File: config.mk
export PLATFORM = sky130hd
export DESIGN_NAME = debounced_binary_input_channel_unit
export DESIGN_NICKNAME = d
export VERILOG_FILES = /design/src/sv/dbic_pkg.sv /design/src/sv/debounced_binary_input_channel_unit.sv /design/src/sv/dbic_cfg.sv /design/src/sv/dbic_core.sv /design/src/sv/dbic_rq.sv
export SDC_FILE = /design/constraint.sdc
export NUM_CORES = 1
export LEC_CHECK = 0
export ABC_AREA = 1
export ABC_CLOCK_PERIOD_IN_PS = 4550
export BUFFER_PORTS_ARGS = -buffer_cell sky130_fd_sc_hd__buf_2
export CORE_UTILIZATION = 53
export CTS_CLUSTER_SIZE = 25
export DETAILED_ROUTE_END_ITERATION = 7
export PLACE_DENSITY = 0.77
export SLEW_MARGIN = 20
export SYNTH_ARGS = -nofsm -noshare
export SYNTH_HDL_FRONTEND = slang
export SYNTH_SLANG_ARGS = --single-unit
File: constraint.sdc
create_clock -name clk -period 4.55 [get_ports clk]
set_clock_uncertainty 0.15 [all_clocks]
set_input_delay 0.455 -clock clk [delete_from_list [all_inputs] [get_ports clk]]
set_output_delay 0.455 -clock clk [all_outputs]
set_load 0.01 [all_outputs]
File: src/sv/dbic_pkg.sv
// Shared types and constants of the debounced binary input channel.
`default_nettype none

package dbic_pkg;

  // Register map (word index, byte address is 4 * index)
  localparam int unsigned CFG_ADDR_W = 5;
  localparam logic [2:0] REG_ACTIVE   = 3'd0;
  localparam logic [2:0] REG_OPEN     = 3'd1;
  localparam logic [2:0] REG_CLOSE    = 3'd2;
  localparam logic [2:0] REG_DEBOUNCE = 3'd3;
  localparam logic [2:0] REG_PERIOD   = 3'd4;

  // Action codes for open and closed reports; both unmapped codes drop the report
  localparam logic [1:0] ACT_NONE    = 2'd0;
  localparam logic [1:0] ACT_SEND0   = 2'd1;
  localparam logic [1:0] ACT_SEND1   = 2'd2;
  localparam logic [1:0] ACT_NONE_HI = 2'd3;

  // Debounce level marker for "no level seen yet"
  localparam logic [1:0] DEB_UNKNOWN = 2'd2;
  localparam logic [7:0] DEB_MAX     = 8'hFF;

  localparam int unsigned PERIOD_W = 32;

  // Result queue geometry
  localparam int unsigned RQ_DEPTH = 4;
  localparam int unsigned RQ_AW    = 2;
  localparam int unsigned RQ_CW    = 3;

  typedef struct packed {
    logic                active;
    logic [1:0]          open_act;
    logic [1:0]          close_act;
    logic [7:0]          debounce;
    logic [PERIOD_W-1:0] period;
  } cfg_t;

  typedef struct packed {
    logic last;
    logic periodic;
    logic value;
  } entry_t;

  // Results of one tick, packed in emission order
  typedef struct packed {
    logic [1:0] cnt;
    entry_t     e0;
    entry_t     e1;
  } res_t;

endpackage

`default_nettype wire

File: src/sv/debounced_binary_input_channel_unit.sv
// Top level of the debounced binary input channel.
//
// Each input word is one millisecond tick (in_tuser[0] = pin level valid, in_tdata[0] = pin
// level). The level, debounce and periodic-timer state are updated and the tick's reports
// are written to a four-word result queue at the clock edge that accepts it; out_* is driven
// from that registered queue. in_tready is high while the queue holds at most two words, so
// ticks flow at one per cycle as long as the output side drains; a tick that raises both a
// change report and a periodic report puts two words in the queue, and the queue's single
// read port sets the output rate. Registers (4-byte spacing):
// channel_active, open_action, close_action, debounce_ms, period_ms; write them while idle.
`default_nettype none

module debounced_binary_input_channel_unit
  import dbic_pkg::*;
#(
  parameter int unsigned PERIOD_BITS = 32
) (
  input  wire logic                  clk,
  input  wire logic                  rst_n,
  // Tick stream
  input  wire logic                  in_tvalid,
  output logic                       in_tready,
  input  wire logic [7:0]            in_tdata,   // [0] pin_level, [7:1] zero
  input  wire logic [0:0]            in_tuser,   // [0] pin_known
  // Report stream
  output logic                       out_tvalid,
  input  wire logic                  out_tready,
  output logic      [7:0]            out_tdata,  // [0] send_value, [7:1] zero
  output logic      [0:0]            out_tuser,  // [0] from_periodic
  output logic                       out_tlast,  // last_of_run
  // Configuration
  input  wire logic                  cfg_psel,
  input  wire logic                  cfg_penable,
  input  wire logic                  cfg_pwrite,
  input  wire logic [CFG_ADDR_W-1:0] cfg_paddr,
  input  wire logic [31:0]           cfg_pwdata,
  output logic      [31:0]           cfg_prdata,
  output logic                       cfg_pready
);

  cfg_t   cfg;
  res_t   res;
  entry_t head;
  logic   tick;
  logic   room2;

  assign in_tready = room2;
  assign tick      = in_tvalid & in_tready;

  dbic_cfg u_cfg (
    .clk         (clk),
    .rst_n       (rst_n),
    .cfg_psel    (cfg_psel),
    .cfg_penable (cfg_penable),
    .cfg_pwrite  (cfg_pwrite),
    .cfg_paddr   (cfg_paddr),
    .cfg_pwdata  (cfg_pwdata),
    .cfg_prdata  (cfg_prdata),
    .cfg_pready  (cfg_pready),
    .cfg         (cfg)
  );

  dbic_core #(
    .PERIOD_BITS (PERIOD_BITS)
  ) u_core (
    .clk       (clk),
    .rst_n     (rst_n),
    .tick      (tick),
    .pin_known (in_tuser[0]),
    .pin_level (in_tdata[0]),
    .cfg       (cfg),
    .res       (res)
  );

  dbic_rq u_rq (
    .clk   (clk),
    .rst_n (rst_n),
    .push  (res),
    .pop   (out_tready),
    .room2 (room2),
    .valid (out_tvalid),
    .head  (head)
  );

  // Drive the report word from the queue head
  assign out_tdata = {7'd0, head.value};
  assign out_tuser = head.periodic;
  assign out_tlast = head.last;

endmodule

`default_nettype wire

File: src/sv/dbic_cfg.sv
// APB-style configuration register file of the channel.
`default_nettype none

module dbic_cfg
  import dbic_pkg::*;
(
  input  wire logic                  clk,
  input  wire logic                  rst_n,
  input  wire logic                  cfg_psel,
  input  wire logic                  cfg_penable,
  input  wire logic                  cfg_pwrite,
  input  wire logic [CFG_ADDR_W-1:0] cfg_paddr,
  input  wire logic [31:0]           cfg_pwdata,
  output logic      [31:0]           cfg_prdata,
  output logic                       cfg_pready,
  output cfg_t                       cfg
);

  cfg_t       cfg_r;
  logic       wr_en;
  logic [2:0] idx;

  assign cfg_pready = 1'b1;
  assign idx        = cfg_paddr[CFG_ADDR_W-1:2];
  assign wr_en      = cfg_psel & cfg_penable & cfg_pwrite;
  assign cfg        = cfg_r;

  // Write the addressed register on the access cycle
  always_ff @(posedge clk) begin
    if (!rst_n) begin
      cfg_r <= '0;
    end else if (wr_en) begin
      case (idx)
        REG_ACTIVE:   cfg_r.active    <= cfg_pwdata[0];
        REG_OPEN:     cfg_r.open_act  <= cfg_pwdata[1:0];
        REG_CLOSE:    cfg_r.close_act <= cfg_pwdata[1:0];
        REG_DEBOUNCE: cfg_r.debounce  <= cfg_pwdata[7:0];
        REG_PERIOD:   cfg_r.period    <= cfg_pwdata[PERIOD_W-1:0];
        default:      ;
      endcase
    end
  end

  // Read back
  always_comb begin
    case (idx)
      REG_ACTIVE:   cfg_prdata = {31'd0, cfg_r.active};
      REG_OPEN:     cfg_prdata = {30'd0, cfg_r.open_act};
      REG_CLOSE:    cfg_prdata = {30'd0, cfg_r.close_act};
      REG_DEBOUNCE: cfg_prdata = {24'd0, cfg_r.debounce};
      REG_PERIOD:   cfg_prdata = cfg_r.period;
      default:      cfg_prdata = 32'd0;
    endcase
  end

endmodule

`default_nettype wire

File: src/sv/dbic_core.sv
// Per-tick level tracking, debounce, periodic timer and report generation.
`default_nettype none

module dbic_core
  import dbic_pkg::*;
#(
  parameter int unsigned PERIOD_BITS = 32
) (
  input  wire logic clk,
  input  wire logic rst_n,
  input  wire logic tick,
  input  wire logic pin_known,
  input  wire logic pin_level,
  input  cfg_t      cfg,
  output res_t      res
);

  logic                   hw_known_r, hw_known_nxt;
  logic                   hw_level_r, hw_level_nxt;
  logic                   rep_known_r, rep_known_nxt;
  logic                   rep_level_r, rep_level_nxt;
  logic [1:0]             deb_level_r, deb_level_nxt;
  logic [7:0]             deb_el_r, deb_el_nxt;
  logic                   per_started_r, per_started_nxt;
  logic [PERIOD_BITS-1:0] per_el_r, per_el_nxt;

  logic                   blocked;
  logic                   chg_fire, per_fire;
  logic [PERIOD_W-1:0]    per_el_ext;
  logic [1:0]             action;
  logic                   act_ok, act_val;
  entry_t                 chg_e, per_e;

  // Next state of one tick
  always_comb begin
    hw_known_nxt    = hw_known_r;
    hw_level_nxt    = hw_level_r;
    rep_known_nxt   = rep_known_r;
    rep_level_nxt   = rep_level_r;
    deb_level_nxt   = deb_level_r;
    per_started_nxt = per_started_r;
    blocked         = 1'b0;
    chg_fire        = 1'b0;
    per_fire        = 1'b0;

    // Elapsed counters advance on every tick, saturating
    deb_el_nxt = (deb_el_r == DEB_MAX) ? deb_el_r : deb_el_r + 8'd1;
    per_el_nxt = (per_el_r == {PERIOD_BITS{1'b1}}) ? per_el_r
                                                   : per_el_r + 1'b1;

    if (cfg.active) begin
      if (pin_known) begin
        hw_known_nxt = 1'b1;
        hw_level_nxt = pin_level;
      end
      if (hw_known_nxt) begin
        if (cfg.debounce != 8'd0) begin
          // Restart the stability window on a new level
          if ({1'b0, hw_level_nxt} != deb_level_r) begin
            deb_level_nxt = {1'b0, hw_level_nxt};
            deb_el_nxt    = 8'd0;
          end
          blocked = deb_el_nxt < cfg.debounce;
        end
        if (!blocked && (!rep_known_r || hw_level_nxt != rep_level_r)) begin
          rep_known_nxt = 1'b1;
          rep_level_nxt = hw_level_nxt;
          chg_fire      = 1'b1;
        end
      end
      if (rep_known_nxt && cfg.period != '0) begin
        if (!per_started_r) begin
          per_started_nxt = 1'b1;
          per_el_nxt      = '0;
        end else if (per_el_ext >= cfg.period) begin
          per_el_nxt = '0;
          per_fire   = 1'b1;
        end
      end
    end
  end

  // Incremented count, widened for the compare against the period register
  assign per_el_ext = PERIOD_W'((per_el_r == {PERIOD_BITS{1'b1}}) ? per_el_r
                                                                  : per_el_r + 1'b1);

  // Map the reported level through its action
  assign action  = rep_level_nxt ? cfg.close_act : cfg.open_act;
  assign act_ok  = (action == ACT_SEND0) || (action == ACT_SEND1);
  assign act_val = (action == ACT_SEND1);

  assign chg_e = '{last: !(per_fire && act_ok), periodic: 1'b0, value: act_val};
  assign per_e = '{last: 1'b1, periodic: 1'b1, value: act_val};

  // Pack the results of this tick, change report first
  always_comb begin
    res = '0;
    if (tick && act_ok) begin
      if (chg_fire && per_fire) begin
        res.cnt = 2'd2;
        res.e0  = chg_e;
        res.e1  = per_e;
      end else if (chg_fire) begin
        res.cnt = 2'd1;
        res.e0  = chg_e;
      end else if (per_fire) begin
        res.cnt = 2'd1;
        res.e0  = per_e;
      end
    end
  end

  always_ff @(posedge clk) begin
    if (!rst_n) begin
      hw_known_r    <= 1'b0;
      hw_level_r    <= 1'b0;
      rep_known_r   <= 1'b0;
      rep_level_r   <= 1'b0;
      deb_level_r   <= DEB_UNKNOWN;
      deb_el_r      <= 8'd0;
      per_started_r <= 1'b0;
      per_el_r      <= '0;
    end else if (tick) begin
      hw_known_r    <= hw_known_nxt;
      hw_level_r    <= hw_level_nxt;
      rep_known_r   <= rep_known_nxt;
      rep_level_r   <= rep_level_nxt;
      deb_level_r   <= deb_level_nxt;
      deb_el_r      <= deb_el_nxt;
      per_started_r <= per_started_nxt;
      per_el_r      <= per_el_nxt;
    end
  end

`ifndef SYNTHESIS
  // The timer only runs once a level has been reported
  a_started_needs_report: assert property (@(posedge clk) disable iff (!rst_n)
    per_started_r |-> rep_known_r)
    else $error("periodic timer running without reported level");
`endif

endmodule

`default_nettype wire

File: src/sv/dbic_rq.sv
// Result queue: takes up to two reports per cycle, hands out one word per cycle while the reader pops.
`default_nettype none

module dbic_rq
  import dbic_pkg::*;
(
  input  wire logic clk,
  input  wire logic rst_n,
  input  res_t      push,
  input  wire logic pop,
  output logic      room2,
  output logic      valid,
  output entry_t    head
);

  entry_t           mem [RQ_DEPTH];
  logic [RQ_AW-1:0] wp_r, wp_nxt;
  logic [RQ_AW-1:0] rp_r, rp_nxt;
  logic [RQ_CW-1:0] cnt_r, cnt_nxt;
  logic             do_pop;

  assign valid  = (cnt_r != '0);
  assign room2  = (cnt_r <= RQ_CW'(RQ_DEPTH - 2));
  assign head   = mem[rp_r];
  assign do_pop = pop & valid;

  // Advance pointers and fill count
  always_comb begin
    wp_nxt  = wp_r + RQ_AW'(push.cnt);
    rp_nxt  = rp_r + RQ_AW'(do_pop);
    cnt_nxt = cnt_r + RQ_CW'(push.cnt) - RQ_CW'(do_pop);
  end

  always_ff @(posedge clk) begin
    if (!rst_n) begin
      wp_r  <= '0;
      rp_r  <= '0;
      cnt_r <= '0;
    end else begin
      wp_r  <= wp_nxt;
      rp_r  <= rp_nxt;
      cnt_r <= cnt_nxt;
    end
  end

  // Store the words in emission order
  always_ff @(posedge clk) begin
    if (push.cnt != 2'd0) begin
      mem[wp_r] <= push.e0;
    end
    if (push.cnt == 2'd2) begin
      mem[wp_r + RQ_AW'(1)] <= push.e1;
    end
  end

`ifndef SYNTHESIS
  a_cnt_bound: assert property (@(posedge clk) disable iff (!rst_n)
    cnt_r <= RQ_CW'(RQ_DEPTH))
    else $error("result queue overfilled");
  a_push_has_room: assert property (@(posedge clk) disable iff (!rst_n)
    (push.cnt != 2'd0) |-> room2)
    else $error("result pushed without room");
  a_count_tracks: assert property (@(posedge clk) disable iff (!rst_n)
    (push.cnt == 2'd2 && !do_pop) |=> cnt_r >= RQ_CW'(2))
    else $error("result queue count lost a word");
`endif

endmodule

`default_nettype wire

# Yosys cells after proc, flatten, opt, wreduce, memory -nomap -nowiden
# Memory sizes are Yosys's and may differ from the RTL's. A register that Yosys moved wholly into a read port is not among the register bits.
# Index checks and enable logic that the tools add are counted.
[totals]
mem_count = 1
mem_bits_rw = 12
output_inout_bits = 45
word_cells = 110
regBits = 99
rom_bits = 0
latch_bits = 0
[op_classes]
div = 0
n_shift = 0
mux = 45
bitwise_logic = 4
n_reduce_logical = 23
mul = 0
order_cmp = 3
add_sub_neg = 7
eq_ne = 11
[memory_table]
columns = ["memory", "depth", "width", "rd", "rd_clocked_by_memory_dff", "wr", "line_no", "source"]
rows = [
  ["u_rq.mem", 4, 3, 1, 1, 2, "dbic_rq.sv:16", "entry_t mem [RQ_DEPTH];"],
]
[ops]
columns = ["cell", "count"]
rows = [
  ["$mux W32", 5],
  ["$pmux W32 S5", 1],
  ["$mux W8", 9],
  ["$add A32 B1 Y32 const B", 1],
  ["$eq A32 B32 Y1 const B", 1],
  ["$ge A32 B32 Y1", 1],
  ["$reduce_bool A32 Y1", 1],
  ["$mux W1", 24],
  ["$reduce_and A2 Y1", 6],
  ["$mux W5", 2],
  ["$add A8 B1 Y8 const B", 1],
  ["$eq A8 B8 Y1 const B", 1],
  ["$lt A8 B8 Y1", 1],
  ["$reduce_bool A8 Y1", 1],
  ["$eq A3 B2 Y1 const B", 2],
  ["$logic_and A1 B1 Y1", 5],
  ["$reduce_and A5 Y1", 1],
  ["$and A1 B1 Y1", 4],
  ["$eq A2 B2 Y1 const B", 2],
  ["$mux W2", 2],
  ["$mux W4", 1],
  ["$add A3 B2 Y3", 1],
  ["$eq A3 B1 Y1 const B", 1],
  ["$eq A3 B3 Y1 const B", 1],
  ["other kinds (15)", 18],
]

# Longest topological paths before layout
[depth]
word_depth = 27
depth_mapped = 33

# Cells and area by module
# Synthesis repeated with hierarchy kept, for this count alone.
[hier_totals]
hier_cells = 1247
area_unflattened_um2 = 8049.0
[modules_own_cells]
columns = ["module", "instances", "area_each_um2", "cells_per_inst"]
rows = [
  ["dbic_core", 1, 4563.1, 737],
  ["dbic_cfg", 1, 2401.1, 386],
  ["dbic_rq", 1, 1021.0, 114],
  ["debounced_binary_input_channel_unit", 1, 63.8, 10],
]

# Least setup slack after synthesis
# No wires, ideal clock.
[synth_path]
kind = "reg2reg"
startpoint = "register u_core.per_el_r[0]"
endpoint = "register u_rq.cnt_r[2]"
arrival_time_ns = 4.061
setup_slack_ns = 0.219
synth_period_minus_slack_ns = 4.331
path_stages_with_launch = 33
cell_sequence = "dfxtp_1 > ha_1 > inv_1 > nor2_2 > nand2_2 > nor2_4 > nand2_4 > nor2_2 > nand3_2 > nor2_4 > inv_4 > nand3_2 > nor2_1 > xnor2_1 > inv_1 > ha_1 > nand2_1 > nor2_1 > nand4_1 > nor2_1 > nand3_1 > nand3_1 > nand3_1 > inv_1 > nand3_1 > inv_1 > ha_1 > nand2_1 > ha_1 > inv_1 > fa_1 > o21ai_0 > a21oi_1"
[synth_between]
elab_chain_len = 13
elab_cells_between_ends = 15
[synth_lines]
columns = ["item", "line_no", "source"]
rows = [
  ["start, declared", "dbic_core.sv:25", "logic [PERIOD_BITS-1:0] per_el_r, per_el_nxt;"],
  ["start signal, assigned", "dbic_core.sv:131", "per_el_r <= per_el_nxt;"],
  ["$add A32 B1 Y32 or $eq A32 B32 Y1 (tied branches)", "dbic_core.sv:85, dbic_core.sv:84", ""],
  ["$mux W32 (*)", "dbic_core.sv:84", "assign per_el_ext = PERIOD_W'((per_el_r == {PERIOD_BITS{1'b1}}) ? per_el_r"],
  ["$ge A32 B32 Y1 (*)", "dbic_core.sv:75", "end else if (per_el_ext >= cfg.period) begin"],
  ["$mux W1 (*)", "dbic_core.sv:75", ""],
  ["$mux W1 (*)", "dbic_core.sv:72", "if (!per_started_r) begin"],
  ["$mux W1 (*)", "dbic_core.sv:71", "if (rep_known_nxt && cfg.period != '0) begin"],
  ["$mux W1 (*)", "dbic_core.sv:51", "if (cfg.active) begin"],
  ["$mux W4", "dbic_core.sv:106", "end else if (per_fire) begin"],
  ["$mux W5", "dbic_core.sv:103", "end else if (chg_fire) begin"],
  ["$mux W5 (*)", "dbic_core.sv:99", "if (chg_fire && per_fire) begin"],
  ["$mux W8 (*)", "dbic_core.sv:98", "if (tick && act_ok) begin"],
  ["$add A3 B2 Y3 (*)", "dbic_rq.sv:31", "cnt_nxt = cnt_r + RQ_CW'(push.cnt) - RQ_CW'(do_pop);"],
  ["$sub A3 B1 Y3 (*)", "dbic_rq.sv:31", ""],
  ["end signal, assigned", "dbic_rq.sv:42", "cnt_r <= cnt_nxt;"],
  ["end, declared", "dbic_rq.sv:19", "logic [RQ_CW-1:0] cnt_r, cnt_nxt;"],
]
# Mark *: on every way between the ends. The rest lies on a longest branch, timed or not.
# A chain may end at the register's enable or synchronous reset.

# Worst setup path after layout
[layout_path]
startpoint = "register u_core.per_el_r[7]"
endpoint = "register u_rq.cnt_r[1]"
[layout_between]
elab_chain_len = 13
elab_cells_between_ends = 15
[layout_lines]
columns = ["item", "line_no"]
rows = [
  ["$add A32 B1 Y32 or $eq A32 B32 Y1 (tied branches)", "dbic_core.sv:85, dbic_core.sv:84"],
  ["$mux W32 (*)", "dbic_core.sv:84"],
  ["$ge A32 B32 Y1 (*)", "dbic_core.sv:75"],
  ["$mux W1 (*)", "dbic_core.sv:75"],
  ["$mux W1 (*)", "dbic_core.sv:72"],
  ["$mux W1 (*)", "dbic_core.sv:71"],
  ["$mux W1 (*)", "dbic_core.sv:51"],
  ["$mux W4", "dbic_core.sv:106"],
  ["$mux W5", "dbic_core.sv:103"],
  ["$mux W5 (*)", "dbic_core.sv:99"],
  ["$mux W8 (*)", "dbic_core.sv:98"],
  ["$add A3 B2 Y3 (*)", "dbic_rq.sv:31"],
  ["$sub A3 B1 Y3 (*)", "dbic_rq.sv:31"],
  ["net u_rq.cnt_nxt[1]", "dbic_rq.sv:19"],
]
# Mark *: on every way through the listed nets, which the timed path passes. The rest lies on a longest branch.

==> qor.txt <==
Via density: 5.33
gr ovfl total: 0
worst path setup slack after routing: 191 ps
Compound-Gate Fraction of Synth Area: 16.8%
Clock transition at path regs: 80 ps
Mapped Cells: 1,050
pre-CTS WS: -99.2 ps
mux cell area share after synthesis: 0%
critical path's largest stage delay: 550 ps
CTS Hold Bufs: 0
min cycle time layout: 4360 ps
DR WL/cell: 14.0 um
Nets: 1,272
initial antenna violation count: 0
P&R area growth vs syn: 21.4%
CTS tree: built
Synth top area share: 28.0%
Worst Path Required: 4720 ps
fmax: 229 MHz
largest net degree at the start of global routing: 77
placed cells: 1,319
Cell Pwr Density: 268 mW/mm2
H-tree Lvls: 3
CTS sink cnt: 111
Global Route Usage Sum: 27.5%
Yosys reg bits: 111
Async S/R FF share, synth: 0%
# rows: 41
# diodes: 0
class of the most critical setup path: reg -> reg
most frequent cell after synthesis: nand2_1
Vias: 7,177
Max-cap violations: 0
crit-path max FO: 3
WL final: 18.8 mm
peak supply drop: 284 uV
Chip Height: 118 um
Fin Hold WS: 220 ps
CP dominant cell by count: nand2_1
Core Area: 0.0128 mm2
GPL Wtd Cong: 0.975
post-synth top area cell: dfxtp_1
DIE AREA: 0.0138 mm2
Simple-Gate Fraction of Synth Area: 26.1%
Avg Inst Size Synth: 6.74 um2
Chip Width: 118 um
final setup vio count: 0
first-pass GRT wire length: 30.8 mm
number of global-route vias before repair: 6,532
Post-Synth Adder-Cell Area: 8.95%
Synth area leaders: dfxtp_1 28%, nand2_1 12%, a21oi_1 9.2%
Final Hold Fails: 0
clk_lat worst skew: 370 ps
Hold Path Depth: 3
post-DP HPWL: 13.9 mm
Final ANT Viol Nets: 0
Iteration-0 DRC Markers: 601
mapped cell area: 0.00707 mm2
IO Pins: 98
XOR/XNOR Fraction of Synth Area: 3.82%
outcome: completed
Hold Crit Class: in -> reg
sequential fraction of the synthesis area: 33.1%
initial core utilization: 55.1%
Final Power: 2.30 mW
fin. max-slew vios: 0
Num CTS Buffers: 9
FILL cells: 1,138
Slew @ Worst Pin: 886 ps
drt pass-1 iters: 6
Synth warnings: 0
Post-synth EDFFs: 12
layout cells sized above 1: 19.7%
synth cell count leaders: 222 x nand2_1, 147 x inv_1, 130 x a21oi_1
DRC viols: 0
fin crit share: 95.8%
slew margin rel.: 40.9%
Worst path slowest cell: fa_2
Critical Path End Type: flop
largest family of logic cells by synthesized area: simple AND/OR/NAND/NOR gates
R2R depth: 27
clk root buf: clkbuf_16
fin cells: 1,346
Clock Path Buffers: 2
Synth cell types: 42
# port buffers: 80
P_leak: 3.81 nW
Synth Flop Type: dfxtp_1
critical path launch point type: flop
WP data arrival: 4530 ps
## cell usage in the layout, fill, tap and decap left out, types with 6 or more instances in the layout
cell type	n
o21ai_0	67
xor2_1	16
o22ai_1	10
edfxtp_1	12
nor2_1	105
nand4_1	17
buf_4	63
buf_2	80
nor4_1	9
conb_1	8
inv_1	144
nor3_1	21
a21oi_1	127
nor2_2	7
nand3_1	25
nor2_4	7
nand3_2	6
clkbuf_16	9
xnor2_1	9
nand2_2	8
ha_1	44
nand2_1	214
dfxtp_1	94
## what timing repair did
action | CTS | global route
gates resized for setup | 15 | 53
pin swaps | 9 | 20
setup endpoints to repair | 9 | 29
buffers inserted | 5 | 6
## final cells by class
type | instances | area (um2) | area share (%)
flip-flops and latches | 111 | 2350 | 27.4
well taps | 172 | 215 | 2.51
clock inverters | 7 | 86.3 | 1.01
repair buffers | 146 | 925 | 10.8
multi-input cells | 750 | 4220 | 49.1
clock buffers | 9 | 225 | 2.62
inverters | 151 | 569 | 6.63
## registers in the layout, indices dropped and copies added, names as in the netlist
register / cells
u_core.rep_known_r: 1
u_core.deb_el_r: 8
u_core.hw_known_r: 1
u_rq.cnt_r: 3
u_core.per_started_r: 1
u_rq.wp_r: 2
u_rq.rp_r: 2
u_rq.mem: 12
u_core.deb_level_r: 2
u_core.per_el_r: 32
u_core.rep_level_r: 1
u_cfg.cfg: 45
u_core.hw_level_r: 1
## cell families after synthesis
kind of cell | count (synthesis)
other cells | 2
simple gates | 436
fa+ha+maj | 50
compound gates | 226
buf+inv | 195
flops | 111
xor+xnor | 30
## routing by layer
| layer | routed length (um) | part of all wire [%] | global-route usage (%) |
|---|---|---|---|
| met1 | 8500 | 45 | 36.3 |
| met2 | 8890 | 47 | 46.0 |
| met3 | 1080 | 5.8 | 5.23 |
| met4 | 312 | 1.7 | 6.81 |
| met5 | 0 | 0 | 0 |
## per-stage QoR
stage,cell area [um2],utilization [%],TNS (ps)
2_1_floorplan,7090,-,0
3_3_place_gp,7930,61.9,-55.3
3_5_place_dp,7930,61.9,-149
4_1_cts,8350,65.1,0
5_1_grt,8580,66.9,-477
6_report,8580,66.9,0
## final timing paths
check / to / from / slack [ps]
hold / removal: u_cfg.cfg[24]$_SDFFE_PN0P_ / cfg_pwdata[24] / 220
setup / recovery: u_rq.cnt_r[1]$_SDFF_PN0_ / u_core.per_el_r[7]$_SDFFE_PN0P_ / 190
hold reg to reg: u_core.deb_level_r[1]$_SDFFE_PN1P_ / u_core.deb_level_r[1]$_SDFFE_PN1P_ / 330
setup reg to reg: u_rq.cnt_r[1]$_SDFF_PN0_ / u_core.per_el_r[7]$_SDFFE_PN0P_ / 190
## worst max-delay path: cells and delay by family, from the launching register on
family                   cells  cell delay (ps)
flip-flops                   1              380
buffers and inverters        7              610
AND/OR/NAND/NOR             15             1640
adder cells (fa/ha/maj)      4             1260
XOR/XNOR                     1              280
## where the power goes
part | switching [mW] | internal (mW)
combinational | 0.281 | 0.157
clock | 0.424 | 0.395
sequential | 0.0286 | 1.02
Note: power is estimated with default switching activity, not from simulation.
